[src/design/rmq_pkg.sv]
// shared types and constants for the rotation matrix to quaternion unit
`default_nettype none
package rmq_pkg;

   localparam int FRAC_BITS  = 14;
   localparam int DATA_W     = 16;
   localparam int CAND_W     = DATA_W + 2;
   localparam int DIFF_W     = DATA_W + 1;
   localparam int SUM_W      = DATA_W + 1;
   localparam int RAD_W      = 2 * DATA_W;
   localparam int ROOT_W     = DATA_W;
   localparam int SREM_W     = ROOT_W + 4;
   localparam int DEN_W      = DATA_W + 1;
   localparam int QUO_W      = DATA_W + 1;
   localparam int DVD_W      = DATA_W + FRAC_BITS + 1;
   localparam int LANES      = 3;
   localparam int SQRT_STEPS = ROOT_W;
   localparam int DIV_STEPS  = QUO_W;
   localparam int NUM_STAGES = SQRT_STEPS + DIV_STEPS + 2;
   localparam int PREP_IDX   = SQRT_STEPS;
   localparam int QUEUE_DEPTH = 4;
   localparam int QPTR_W     = $clog2(QUEUE_DEPTH);

   localparam logic [1:0] PICK_W = 2'd0;
   localparam logic [1:0] PICK_X = 2'd1;
   localparam logic [1:0] PICK_Y = 2'd2;
   localparam logic [1:0] PICK_Z = 2'd3;

   typedef struct packed {
      logic [1:0]                     pick;
      logic [SUM_W-1:0]               s;
      logic signed [LANES-1:0][DIFF_W-1:0] d;
   } front_item_type;

   typedef struct packed {
      logic [1:0]                     pick;
      logic signed [LANES-1:0][DIFF_W-1:0] d;
      logic [RAD_W-1:0]               sv;
      logic [SREM_W-1:0]              srem;
      logic [ROOT_W-1:0]              root;
      logic [DEN_W-1:0]               den;
      logic [LANES-1:0]               neg;
      logic [LANES-1:0][DEN_W-1:0]    dd;
      logic [LANES-1:0][DEN_W-1:0]    drem;
      logic [LANES-1:0][QUO_W-1:0]    quo;
   } back_stage_type;

endpackage
`default_nettype wire

[src/design/rmq_queue.sv]
// short request queue between the front end and the arithmetic pipeline
`default_nettype none
module rmq_queue (
   input  wire logic                    clock,
   input  wire logic                    reset,
   input  wire logic                    push_valid,
   output logic                         full,
   input  wire rmq_pkg::front_item_type push_item,
   output logic                         pop_valid,
   input  wire logic                    pop,
   output rmq_pkg::front_item_type      pop_item
);

   rmq_pkg::front_item_type             mem_ff [rmq_pkg::QUEUE_DEPTH];
   logic [rmq_pkg::QPTR_W-1:0]          wr_ff, wr_in, rd_ff, rd_in;
   logic [rmq_pkg::QPTR_W:0]            cnt_ff, cnt_in;
   logic                                do_push, do_pop;

   assign full      = cnt_ff == (rmq_pkg::QPTR_W+1)'(rmq_pkg::QUEUE_DEPTH);
   assign pop_valid = cnt_ff != '0;
   assign pop_item  = mem_ff[rd_ff];
   assign do_push   = push_valid && !full;
   assign do_pop    = pop && pop_valid;

   always_comb begin
      wr_in  = do_push ? wr_ff + 1'b1 : wr_ff;
      rd_in  = do_pop ? rd_ff + 1'b1 : rd_ff;
      cnt_in = cnt_ff + (rmq_pkg::QPTR_W+1)'(do_push) - (rmq_pkg::QPTR_W+1)'(do_pop);
   end

   always_ff @(posedge clock) begin
      if (reset) begin
         wr_ff  <= '0;
         rd_ff  <= '0;
         cnt_ff <= '0;
      end else begin
         wr_ff  <= wr_in;
         rd_ff  <= rd_in;
         cnt_ff <= cnt_in;
      end
      if (do_push) begin
         mem_ff[wr_ff] <= push_item;
      end
   end

`ifndef NO_ASSERTIONS
   a_cnt_bound: assert property (@(posedge clock) disable iff (reset)
      cnt_ff <= (rmq_pkg::QPTR_W+1)'(rmq_pkg::QUEUE_DEPTH))
      else $error("queue count past depth");
   a_ptr_gap: assert property (@(posedge clock) disable iff (reset)
      rmq_pkg::QPTR_W'(wr_ff - rd_ff) == rmq_pkg::QPTR_W'(cnt_ff))
      else $error("queue pointers disagree with count");
`endif

endmodule
`default_nettype wire

[config.mk]
export PLATFORM = sky130hd
export DESIGN_NAME = rmq_queue
export DESIGN_NICKNAME = d
export VERILOG_FILES = /design/src/design/rmq_pkg.sv /design/src/design/rmq_queue.sv
export SDC_FILE = /design/constraint.sdc
export NUM_CORES = 1
export LEC_CHECK = 0
export ABC_AREA = 1
export ABC_CLOCK_PERIOD_IN_PS = 5500
export BUFFER_PORTS_ARGS = -buffer_cell sky130_fd_sc_hd__buf_2
export CAP_MARGIN = 20
export CORE_MARGIN = 10
export CORE_UTILIZATION = 50
export CTS_BUF_LIST = sky130_fd_sc_hd__clkbuf_4 sky130_fd_sc_hd__clkbuf_8 sky130_fd_sc_hd__clkbuf_16
export DETAILED_ROUTE_END_ITERATION = 7
export GPL_TIMING_DRIVEN = 1
export PLACE_DENSITY = 0.7
export SYNTH_ARGS = -nofsm -noshare
export SYNTH_HDL_FRONTEND = slang
export SYNTH_SLANG_ARGS = --single-unit
[constraint.sdc]
create_clock -name clock -period 5.5 [get_ports clock]
set_input_delay 1.1 -clock clock [delete_from_list [all_inputs] [get_ports clock]]
set_output_delay 1.1 -clock clock [all_outputs]
set_load 0.005 [all_outputs]
==> results.sh <==
export IMPL_status="complete, no violations"
export IMPL_fin_util_pct=59.2
export IMPL_cts_buffer_depth=3
export IMPL_initialDrtViolationCount=439
export IMPL_grt_overflow_total=0
export IMPL_vias=6416
export IMPL_drt_total_wl_um=23200
export IMPL_final_hold_viol_count=0
export IMPL_cts_setup_buffers=0
export IMPL_cp_data_required_time_ns=4.40
export IMPL_r2r_cells=5
export IMPL_cp_endpoint="pop_item[35]"
export IMPL_grt_max_degree=100
export IMPL_core_area_um2=22600
export IMPL_setup_violations=0
export IMPL_start_kind="flop"
export IMPL_slew_headroom_pct=31.4
export IMPL_htree_levels=1
export IMPL_grt_pass1_vias=6709
export IMPL_sequentialPowerShare_pct=45.6
export IMPL_fp_dieW_um=171
export IMPL_path_max_fanout=74
export IMPL_swShare_pct=28.3
export IMPL_post_route_drc_count=0
export IMPL_ys_types=20
export IMPL_yosys_area_top_type="edfxtp_1"
export IMPL_p_leak_nw=4.63
export IMPL_rsz0062_at_grt="false"
export IMPL_critPathKind="reg2out"
export IMPL_drt_first_pass_iters=4
export IMPL_crit_path_end_kind="primary output"
export IMPL_ys_seq_elements=289
export IMPL_die_h_um=171
export IMPL_place_congestion=0.766
export IMPL_dp_hpwl_um=13700
export IMPL_syn2layout_area_growth_pct=16.9
export IMPL_clk_latency_ns=0.53
export IMPL_post_cts_resized=0
export IMPL_most_common_layout_cells="edfxtp_1, buf_2, o21ai_0, nor2_1, nor2_4"
export IMPL_cts_num_sinks=289
export IMPL_hp_class="reg2reg"
export IMPL_drtAntennaViolNets=0
export IMPL_crit_buf_inv=2
export IMPL_avgSynthCellArea_um2=15.4
export IMPL_vdd_drop_max_mv=0.327
export IMPL_nFillCells=1757
export IMPL_power_density_nw_per_um2=457
export IMPL_internal_power_mw=4.38
export IMPL_place_inst=1140
export IMPL_synthCells=742
export IMPL_ff2ff_setup_slack_ns=2.95
export IMPL_clkPwrFrac_pct=32.6
export IMPL_final_seq_area_um2=8590
export IMPL_clkSlewWorstSetupHoldPaths_ns=0.06
export IMPL_worst_pin_slew_ns=1.03
export IMPL_routedWlPerCell_um=19.4
export IMPL_fin_cells=1195
export IMPL_final_common_cell="edfxtp_1"
export IMPL_rr_startpoint="cnt_ff[1]"
export IMPL_grt_pass1_wl_um=36100
export IMPL_netlist_top_cells_area="edfxtp_1, o21ai_0, o22ai_2, nor2_4, nor2_1"
export IMPL_period_share_pct=70.7
export IMPL_clock_skew_ns=0.0100
export IMPL_switchingPower_mw=1.73
export IMPL_cts_hold_buf=0
export IMPL_cts_tree="done"
export IMPL_cp_top_family="buffers and inverters"
export IMPL_nets=967
export IMPL_row_count=55
export IMPL_r2r_end="mem_ff[3][29]"
export IMPL_critPathMaxStageDelay_ns=0.81
export IMPL_io_pins=146
export IMPL_cp_arrival_ns=2.79
export IMPL_yosysWarnings=0
export IMPL_die_area_um2=29300
export IMPL_slew_violations=0
export IMPL_path_depth=4
export IMPL_path_cells="buf_4 -> o21ai_0 -> o22ai_1 -> buf_2"
export IMPL_syn_area_um2=11400
export IMPL_portBuffers=145
export IMPL_drive_gt1_share_pct=32.8
export IMPL_synth_net_count=823
export IMPL_vias_per_cell=5.37
export IMPL_start_util_pct=50.6
export IMPL_multiInputGateArea_um2=2490
export IMPL_antenna_found_initial=3
export IMPL_comb_power_share_pct=21.8
export IMPL_grt_total_usage_pct=15.6
export IMPL_seq_area_frac_synth_pct=75.1
export IMPL_cts_buffers=29
export IMPL_fmax_mhz=257
export IMPL_fin_crit_ns=3.89
export IMPL_drv_cap=0
export IMPL_cts_root_buf="clkbuf_16"
export IMPL_slowest_stage="dfxtp_4"
export IMPL_netlist_area_leader_share_pct=73.6
export IMPL_setup_tns_ns=0
[power by group through the flow]
stage | clock network, mW | registers, mW | logic, mW
after floorplan | 0 | 2.80 | 0.909
after global placement | 0 | 2.83 | 1.34
after detailed placement | 0 | 2.83 | 1.36
after CTS | 2.02 | 2.79 | 1.37
after global routing | 2.11 | 2.81 | 1.49
final | 1.99 | 2.78 | 1.33
[tightest hold or removal path: stages (launching register included)]
cell     delay, ns
dfxtp_1       0.32
a21oi_1       0.05
nor2_1        0.07
[synthesized netlist by cell type, drive strengths merged]
cell    instances
a21boi          2
a21oi           4
buf            23
clkbuf         21
dfxtp           9
edfxtp        280
fa              1
ha              6
inv            17
nand2          12
nand3           3
nor2          153
o21ai         141
o22ai          70
[sequential cells by signal, summed over array words and instances (netlist names), named ones only]
name and count:
wr_ff 2, cnt_ff 3, rd_ff 2, mem_ff 280
[final cells by class]
class | count | area share (%)
Inverter | 17 | 0.515
Multi-Input combinational cell | 392 | 18.6
Antenna cell | 2 | 0.0375
Clock inverter | 13 | 1.09
Clock buffer | 40 | 6.33
Tap cell | 285 | 2.67
Timing Repair Buffer | 157 | 6.39
Sequential cell | 289 | 64.3
[layer usage]
metal	routed length (um)	part of all wire (%)	global-route usage, %
met5	0	0	0
met4	452	1.9	4.73
met3	1570	6.8	4.01
met2	11500	49	26.5
met1	9710	42	19.4
[cells by family after synthesis]
| logic type | Yosys count | share of synthesized area [%] |
|---|---|---|
| compound gates | 217 | 12.5 |
| buf+inv | 61 | 3.34 |
| simple gates | 168 | 8.18 |
| flops | 289 | 75.1 |
| fa+ha+maj | 7 | 0.832 |
[per-stage QoR]
step	hold slack [ns]	setup WS [ns]	area (um2)	power, mW
global placement	0.464	2.18	12400	4.17
floorplan	0.448	0.859	11400	3.71
detailed placement	0.467	2.15	12400	4.20
finish	0.474	1.61	13400	6.11
CTS	0.472	1.56	13400	6.18
global route	0.499	1.36	13400	6.42
[worst min path at each step]
| stage | startpoint | to | slack, ns | cells after the start |
|---|---|---|---|---|
| 2_1_floorplan | rd_ff[0] | flop | 0.45 | 2 |
| 3_3_place_gp | rd_ff[0] | rd_ff[0] | 0.46 | 2 |
| 3_5_place_dp | rd_ff[0] | flop | 0.47 | 2 |
| 4_1_cts | rd_ff[0] | flop | 0.47 | 2 |
| 5_1_grt | rd_ff[0] | flop | 0.50 | 2 |
| 6_report | rd_ff[0] | flop | 0.47 | 2 |
(Power assumes the default switching activity.)
