`src/design/rmq_pkg.sv`:
```
// shared types and constants for the rotation matrix to quaternion unit
`default_nettype none
package rmq_pkg;

   localparam int FRAC_BITS  = 14;
   localparam int DATA_W     = 16;
   localparam int CAND_W     = DATA_W + 2;
   localparam int DIFF_W     = DATA_W + 1;
   localparam int SUM_W      = DATA_W + 1;
   localparam int RAD_W      = 2 * DATA_W;
   localparam int ROOT_W     = DATA_W;
   localparam int SREM_W     = ROOT_W + 4;
   localparam int DEN_W      = DATA_W + 1;
   localparam int QUO_W      = DATA_W + 1;
   localparam int DVD_W      = DATA_W + FRAC_BITS + 1;
   localparam int LANES      = 3;
   localparam int SQRT_STEPS = ROOT_W;
   localparam int DIV_STEPS  = QUO_W;
   localparam int NUM_STAGES = SQRT_STEPS + DIV_STEPS + 2;
   localparam int PREP_IDX   = SQRT_STEPS;
   localparam int QUEUE_DEPTH = 4;
   localparam int QPTR_W     = $clog2(QUEUE_DEPTH);

   localparam logic [1:0] PICK_W = 2'd0;
   localparam logic [1:0] PICK_X = 2'd1;
   localparam logic [1:0] PICK_Y = 2'd2;
   localparam logic [1:0] PICK_Z = 2'd3;

   typedef struct packed {
      logic [1:0]                     pick;
      logic [SUM_W-1:0]               s;
      logic signed [LANES-1:0][DIFF_W-1:0] d;
   } front_item_type;

   typedef struct packed {
      logic [1:0]                     pick;
      logic signed [LANES-1:0][DIFF_W-1:0] d;
      logic [RAD_W-1:0]               sv;
      logic [SREM_W-1:0]              srem;
      logic [ROOT_W-1:0]              root;
      logic [DEN_W-1:0]               den;
      logic [LANES-1:0]               neg;
      logic [LANES-1:0][DEN_W-1:0]    dd;
      logic [LANES-1:0][DEN_W-1:0]    drem;
      logic [LANES-1:0][QUO_W-1:0]    quo;
   } back_stage_type;

endpackage
`default_nettype wire

```
`src/design/rmq_front.sv`:
```
// front end: candidate traces, largest pick and off-diagonal terms
`default_nettype none
module rmq_front (
   input  wire logic                         clock,
   input  wire logic                         reset,
   input  wire logic                         req_valid,
   output logic                              req_stall,
   input  wire logic signed [15:0]           req_m11,
   input  wire logic signed [15:0]           req_m12,
   input  wire logic signed [15:0]           req_m13,
   input  wire logic signed [15:0]           req_m21,
   input  wire logic signed [15:0]           req_m22,
   input  wire logic signed [15:0]           req_m23,
   input  wire logic signed [15:0]           req_m31,
   input  wire logic signed [15:0]           req_m32,
   input  wire logic signed [15:0]           req_m33,
   output logic                              item_valid,
   input  wire logic                         item_full,
   output rmq_pkg::front_item_type           item
);

   logic                                     vld_ff, vld_in;
   rmq_pkg::front_item_type                  item_ff, item_in;
   logic signed [rmq_pkg::CAND_W-1:0]        c0, c1, c2, c3, best;
   logic signed [rmq_pkg::CAND_W-1:0]        a11, a22, a33;
   logic signed [rmq_pkg::DIFF_W-1:0]        dw_x, dw_y, dw_z, s_xy, s_xz, s_yz;
   logic [1:0]                               pick;
   logic                                     take;

   assign req_stall  = vld_ff && item_full;
   assign take       = req_valid && !req_stall;
   assign item_valid = vld_ff;
   assign item       = item_ff;

   always_comb begin
      a11 = rmq_pkg::CAND_W'(req_m11);
      a22 = rmq_pkg::CAND_W'(req_m22);
      a33 = rmq_pkg::CAND_W'(req_m33);
      c0 = a11 + a22 + a33;
      c1 = a11 - a22 - a33;
      c2 = a22 - a11 - a33;
      c3 = a33 - a11 - a22;
      best = c0;
      pick = rmq_pkg::PICK_W;
      if (c1 > best) begin
         best = c1;
         pick = rmq_pkg::PICK_X;
      end
      if (c2 > best) begin
         best = c2;
         pick = rmq_pkg::PICK_Y;
      end
      if (c3 > best) begin
         best = c3;
         pick = rmq_pkg::PICK_Z;
      end
      dw_x = rmq_pkg::DIFF_W'(req_m23) - rmq_pkg::DIFF_W'(req_m32);
      dw_y = rmq_pkg::DIFF_W'(req_m31) - rmq_pkg::DIFF_W'(req_m13);
      dw_z = rmq_pkg::DIFF_W'(req_m12) - rmq_pkg::DIFF_W'(req_m21);
      s_xy = rmq_pkg::DIFF_W'(req_m12) + rmq_pkg::DIFF_W'(req_m21);
      s_xz = rmq_pkg::DIFF_W'(req_m31) + rmq_pkg::DIFF_W'(req_m13);
      s_yz = rmq_pkg::DIFF_W'(req_m23) + rmq_pkg::DIFF_W'(req_m32);
      item_in.pick = pick;
      item_in.s = rmq_pkg::SUM_W'(best) + rmq_pkg::SUM_W'(1 << rmq_pkg::FRAC_BITS);
      unique case (pick)
         rmq_pkg::PICK_W: begin
            item_in.d[0] = dw_x; item_in.d[1] = dw_y; item_in.d[2] = dw_z;
         end
         rmq_pkg::PICK_X: begin
            item_in.d[0] = dw_x; item_in.d[1] = s_xy; item_in.d[2] = s_xz;
         end
         rmq_pkg::PICK_Y: begin
            item_in.d[0] = dw_y; item_in.d[1] = s_xy; item_in.d[2] = s_yz;
         end
         default: begin
            item_in.d[0] = dw_z; item_in.d[1] = s_xz; item_in.d[2] = s_yz;
         end
      endcase
      vld_in = take || (vld_ff && item_full);
   end

   always_ff @(posedge clock) begin
      if (reset) begin
         vld_ff <= 1'b0;
      end else begin
         vld_ff <= vld_in;
      end
      if (take) begin
         item_ff <= item_in;
      end
   end

endmodule
`default_nettype wire

```
`config.mk`:
```
export PLATFORM = sky130hd
export DESIGN_NAME = rmq_front
export DESIGN_NICKNAME = d
export VERILOG_FILES = /design/src/design/rmq_pkg.sv /design/src/design/rmq_front.sv
export SDC_FILE = /design/constraint.sdc
export NUM_CORES = 1
export LEC_CHECK = 0
export BUFFER_PORTS_ARGS = -buffer_cell sky130_fd_sc_hd__clkbuf_2
export CORE_MARGIN = 1.5
export CORE_UTILIZATION = 45
export DETAILED_ROUTE_END_ITERATION = 16
export PLACE_DENSITY = 0.67
export SETUP_SLACK_MARGIN = 0.2
export SYNTH_ARGS = -nofsm -noshare
export SYNTH_HDL_FRONTEND = slang
export SYNTH_SLANG_ARGS = --single-unit
```
`constraint.sdc`:
```
create_clock -name clock -period 16.3 [get_ports clock]
set_clock_uncertainty 0.2 [all_clocks]
set_input_delay 3.26 -clock clock [delete_from_list [all_inputs] [get_ports clock]]
set_output_delay 3.26 -clock clock [all_outputs]
set_load 0.02 [all_outputs]
```
==> reports/results.md <==
### Synth
* Post-Synth XOR/XNOR Area: 0.0754
* Synth top cells by count: 215 x sky130_fd_sc_hd__inv_1, 210 x sky130_fd_sc_hd__ha_1, 174 x sky130_fd_sc_hd__a21oi_1
* Post-Synth Simple-Gate Area: 0.129
* instance count of the mapped netlist: 1645
* share of synthesized cell area in full adder, half adder and majority cells: 0.300
* number of different library cells in the post-synthesis netlist: 82
* Mapped Nets: 2075
* Synth warnings: 0
* sequential element share of the synthesized area: 0.155
* combinational family with the most area after synthesis: adder cells
* number of enable-type register cells in the synthesized netlist: 70
* proportion of synthesized area in mux cells: 0.0390
* library cell with the highest instance count after synthesis: sky130_fd_sc_hd__inv_1
* top post-synthesis cells by area: sky130_fd_sc_hd__ha_1 19%, sky130_fd_sc_hd__edfxtp_1 15%, sky130_fd_sc_hd__fa_1 11%
* flops & latches, synth: 71
* proportion of netlist area held by the largest area contributor: 0.192
* share of synthesized flip-flops with an asynchronous set or reset: 0
* cell accounting for the most synthesized area: sky130_fd_sc_hd__ha_1
* Synth Flop Type: sky130_fd_sc_hd__edfxtp_1
* post-synthesis compound-gate area fraction: 0.224
* Mean Syn Cell Area: 8.34 um^2
* cell area after synthesis: 0.0137 mm^2

### Finish
* share of cells above drive strength 1: 0.152
* Final nets: 2255
* synth-to-layout area growth: 12.5%
* final std cell area, no fill: 0.0154 mm^2
* total inserted antenna cells: 0

### Placed design
* routability-driven placement congestion ratio: 0.921
* post-DP HPWL: 33000 um
* total placed instance area: 0.0151 mm^2
* # port buffers: 219

### Pwr
* Cell Int Power: 1.35 mW
* IR drop worst, VDD: 156 uV
* power density of the placed cells: 190 mW/mm^2
* net switching power of the design: 1.57 mW
* Leakage: 7.44 nW
* Reg power frac: 0.150
* part of the power in combinational logic: 0.778
* switching share of power: 0.537
* clock share of power: 0.073

### Timing
* Slew Viols, Final: 0
* count of endpoints failing setup in the final report: 0
* Worst Max-Slew Pin Slew: 0.974 ns
* RSZ-0062 raised after global routing: no
* post-layout minimum cycle time: 14.98 ns
* final clock period utilization by the worst path: 0.919
* worst rel slew slack: 0.351
* setup TNS: 0 ns
* FMAX: 0.0667 GHz
* final hold violation count: 0

### Die
* placement row count: 63
* total core area: 0.0298 mm^2
* Boundary Pins: 220
* DIE WIDTH: 178 um
* Die Ht: 178 um
* total die area: 0.0315 mm^2
* initial core utilization: 0.460

### Critical path
* endpoint arrival time on the critical path: 14.88 ns
* logic depth of the worst register-to-register path: 3
* Worst setup SP type: input pin
* worst setup slack for register-to-register paths: 14.31 ns
* reg-to-reg endpoint: item[34]$_DFFE_PP_
* reg-to-reg startpoint: item_valid$_SDFF_PP0_
* CP Class: input pin to flip-flop
* cell with the largest stage delay on the worst path: sky130_fd_sc_hd__fa_1
* maximum cell stage delay along the critical path: 0.69 ns
* data required time of the critical path: 16.19 ns
* critical path capture point type: flip-flop
* Most common cell on crit path: sky130_fd_sc_hd__o21ai_0
* maximum net fanout on the critical path: 45

### Hold path
* kind of path behind the tightest hold check: flip-flop to flip-flop
* Endpoint, Worst Hold: item_valid$_SDFF_PP0_
* number of cells traversed by the worst hold path: 3
* start point of the worst min-delay path: item_valid$_SDFF_PP0_

### Route
* Via density: 5.59
* total DRC errors in the routed layout: 0
* detailed-route wire length per cell: 17.7 um
* count of antenna-violating nets left after detailed routing: 0
* total vias in the final route: 12400
* final wirelength: 39400 um
* Starting DRT DRC Count: 901
* drt pass-1 iters: 7

### Clock network
* Resize count post-CTS: 0
* Longest Clk Path Bufs: 2
* Post CTS Setup Buffer Count: 0
* Clk Tree Root Cell: sky130_fd_sc_hd__clkbuf_16
* clock tree from TritonCTS: built
* maximum level of the CTS H-tree: 3
* clock-pin slew reported for the worst setup and hold paths after clock tree synthesis: 0.06 ns
* Sink Count: 71
* CTS Buf Count: 9
* hold buffer count at cts: 0
* clock insertion delay at the later pin of the skew report: 0.34 ns

### Global routing
* number of global-route vias before repair: 12100
* GR Overflow Total: 0
* wire length of the first global-routing pass: 62200 um
* maximum number of pins on one net before global-route repair: 71
* initial antenna violation count: 0
* Total GRT Usage: 0.250

### Run
* max_cap viols: 0

### Run status
* result of the run: completed

-- cell families after synthesis --
| logic type | after synthesis |
|---|---|
| AOI/OAI and AO/OA | 490 |
| and+or+nand+nor | 358 |
| muxes | 52 |
| xor gates and xnor gates | 118 |
| DFF | 71 |
| buffers and inverters | 270 |
| adders and majority gates | 286 |
-- cell usage in the layout, fill, tap and decap left out, types with 9 or more instances in the layout --
cell / netlist / final
sky130_fd_sc_hd__clkbuf_2: 1 / 219
sky130_fd_sc_hd__inv_1: 215 / 215
sky130_fd_sc_hd__ha_1: 210 / 210
sky130_fd_sc_hd__a21oi_1: 174 / 174
sky130_fd_sc_hd__o21ai_0: 115 / 115
sky130_fd_sc_hd__nor2_1: 115 / 115
sky130_fd_sc_hd__xnor2_1: 93 / 93
sky130_fd_sc_hd__nand2_1: 72 / 72
sky130_fd_sc_hd__fa_1: 72 / 72
sky130_fd_sc_hd__edfxtp_1: 70 / 70
sky130_fd_sc_hd__a21o_1: 44 / 44
sky130_fd_sc_hd__mux2i_1: 41 / 41
sky130_fd_sc_hd__xor2_1: 25 / 25
sky130_fd_sc_hd__o21bai_1: 23 / 23
sky130_fd_sc_hd__nand3_1: 23 / 23
sky130_fd_sc_hd__nand2b_1: 22 / 22
sky130_fd_sc_hd__nor2b_1: 23 / 22
sky130_fd_sc_hd__nor3_1: 20 / 20
sky130_fd_sc_hd__nor4_1: 18 / 18
sky130_fd_sc_hd__o21a_1: 13 / 13
sky130_fd_sc_hd__a211oi_1: 13 / 13
sky130_fd_sc_hd__o211ai_1: 12 / 12
sky130_fd_sc_hd__nand4_1: 12 / 12
sky130_fd_sc_hd__a311oi_1: 12 / 12
sky130_fd_sc_hd__and3_1: 11 / 11
sky130_fd_sc_hd__mux2_2: 11 / 11
sky130_fd_sc_hd__and2_1: 10 / 10
sky130_fd_sc_hd__o31ai_1: 9 / 9
sky130_fd_sc_hd__clkbuf_16: 0 / 9
-- sequential cells by signal (all words and copies together), names as in the netlist --
name and flops:
item_valid 1, item 70
-- per-stage QoR --
step	utilization	hold slack (ns)	power [mW]	setup WS, ns	cells
floorplan	-	0.606	2.06	3.14	1645
global placement	0.507	0.453	2.67	1.51	2204
detailed placement	0.507	0.475	2.69	1.16	2204
CTS	0.518	0.483	2.92	1.47	2220
global route	0.518	0.512	3.17	0.392	2220
finish	0.518	0.481	2.93	1.32	2220
-- critical path, delay by kind of cell --
| family | cells | cell delay, ns |
|---|---|---|
| and+or+nand+nor | 14 | 3.02 |
| buffers and inverters | 3 | 0.73 |
| AOI/OAI and AO/OA | 20 | 4.34 |
| muxes | 3 | 1.07 |
| xor gates and xnor gates | 1 | 0.16 |
| adders and majority gates | 6 | 2.23 |
-- routing by layer --
layer  GRT usage  vias up  share of wire
li1            -     6117              -
met1       0.349     5885           0.46
met2       0.424      379           0.47
met3      0.0131       33          0.051
met4      0.0571        0          0.017
met5           0        -              0
-- power groups by stage --
stage,Clock (mW),Sequential (mW),Combinational [mW]
after floorplan,0,0.533,1.53
after global placement,0,0.443,2.22
after detailed placement,0,0.438,2.25
after CTS,0.217,0.439,2.26
after global routing,0.223,0.444,2.50
final,0.213,0.438,2.28
-- final cells by class --
class | count | area, um^2
inverters | 215 | 807
clock buffers | 11 | 233
repair buffers | 224 | 1150
flip-flops and latches | 71 | 2120
clock inverters | 5 | 82.6
multi-input cells | 1304 | 10600
fillers | 2893 | 14400
well taps | 390 | 488
-- how the worst max path moves through the flow --
stage | start | end | slack, ns | cells past startpoint
final | req_m11[2] | item[48]$_DFFE_PP_ | 1.32 | 47
after global routing | req_m11[2] | item[48]$_DFFE_PP_ | 0.39 | 47
after CTS | req_m11[2] | item[48]$_DFFE_PP_ | 1.47 | 47
after detailed placement | req_m11[2] | item[48]$_DFFE_PP_ | 1.16 | 47
after global placement | req_m11[2] | item[48]$_DFFE_PP_ | 1.51 | 47
after floorplan | req_m11[2] | item[67]$_DFFE_PP_ | 3.14 | 56
Note: power is estimated with default switching activity, not from simulation.
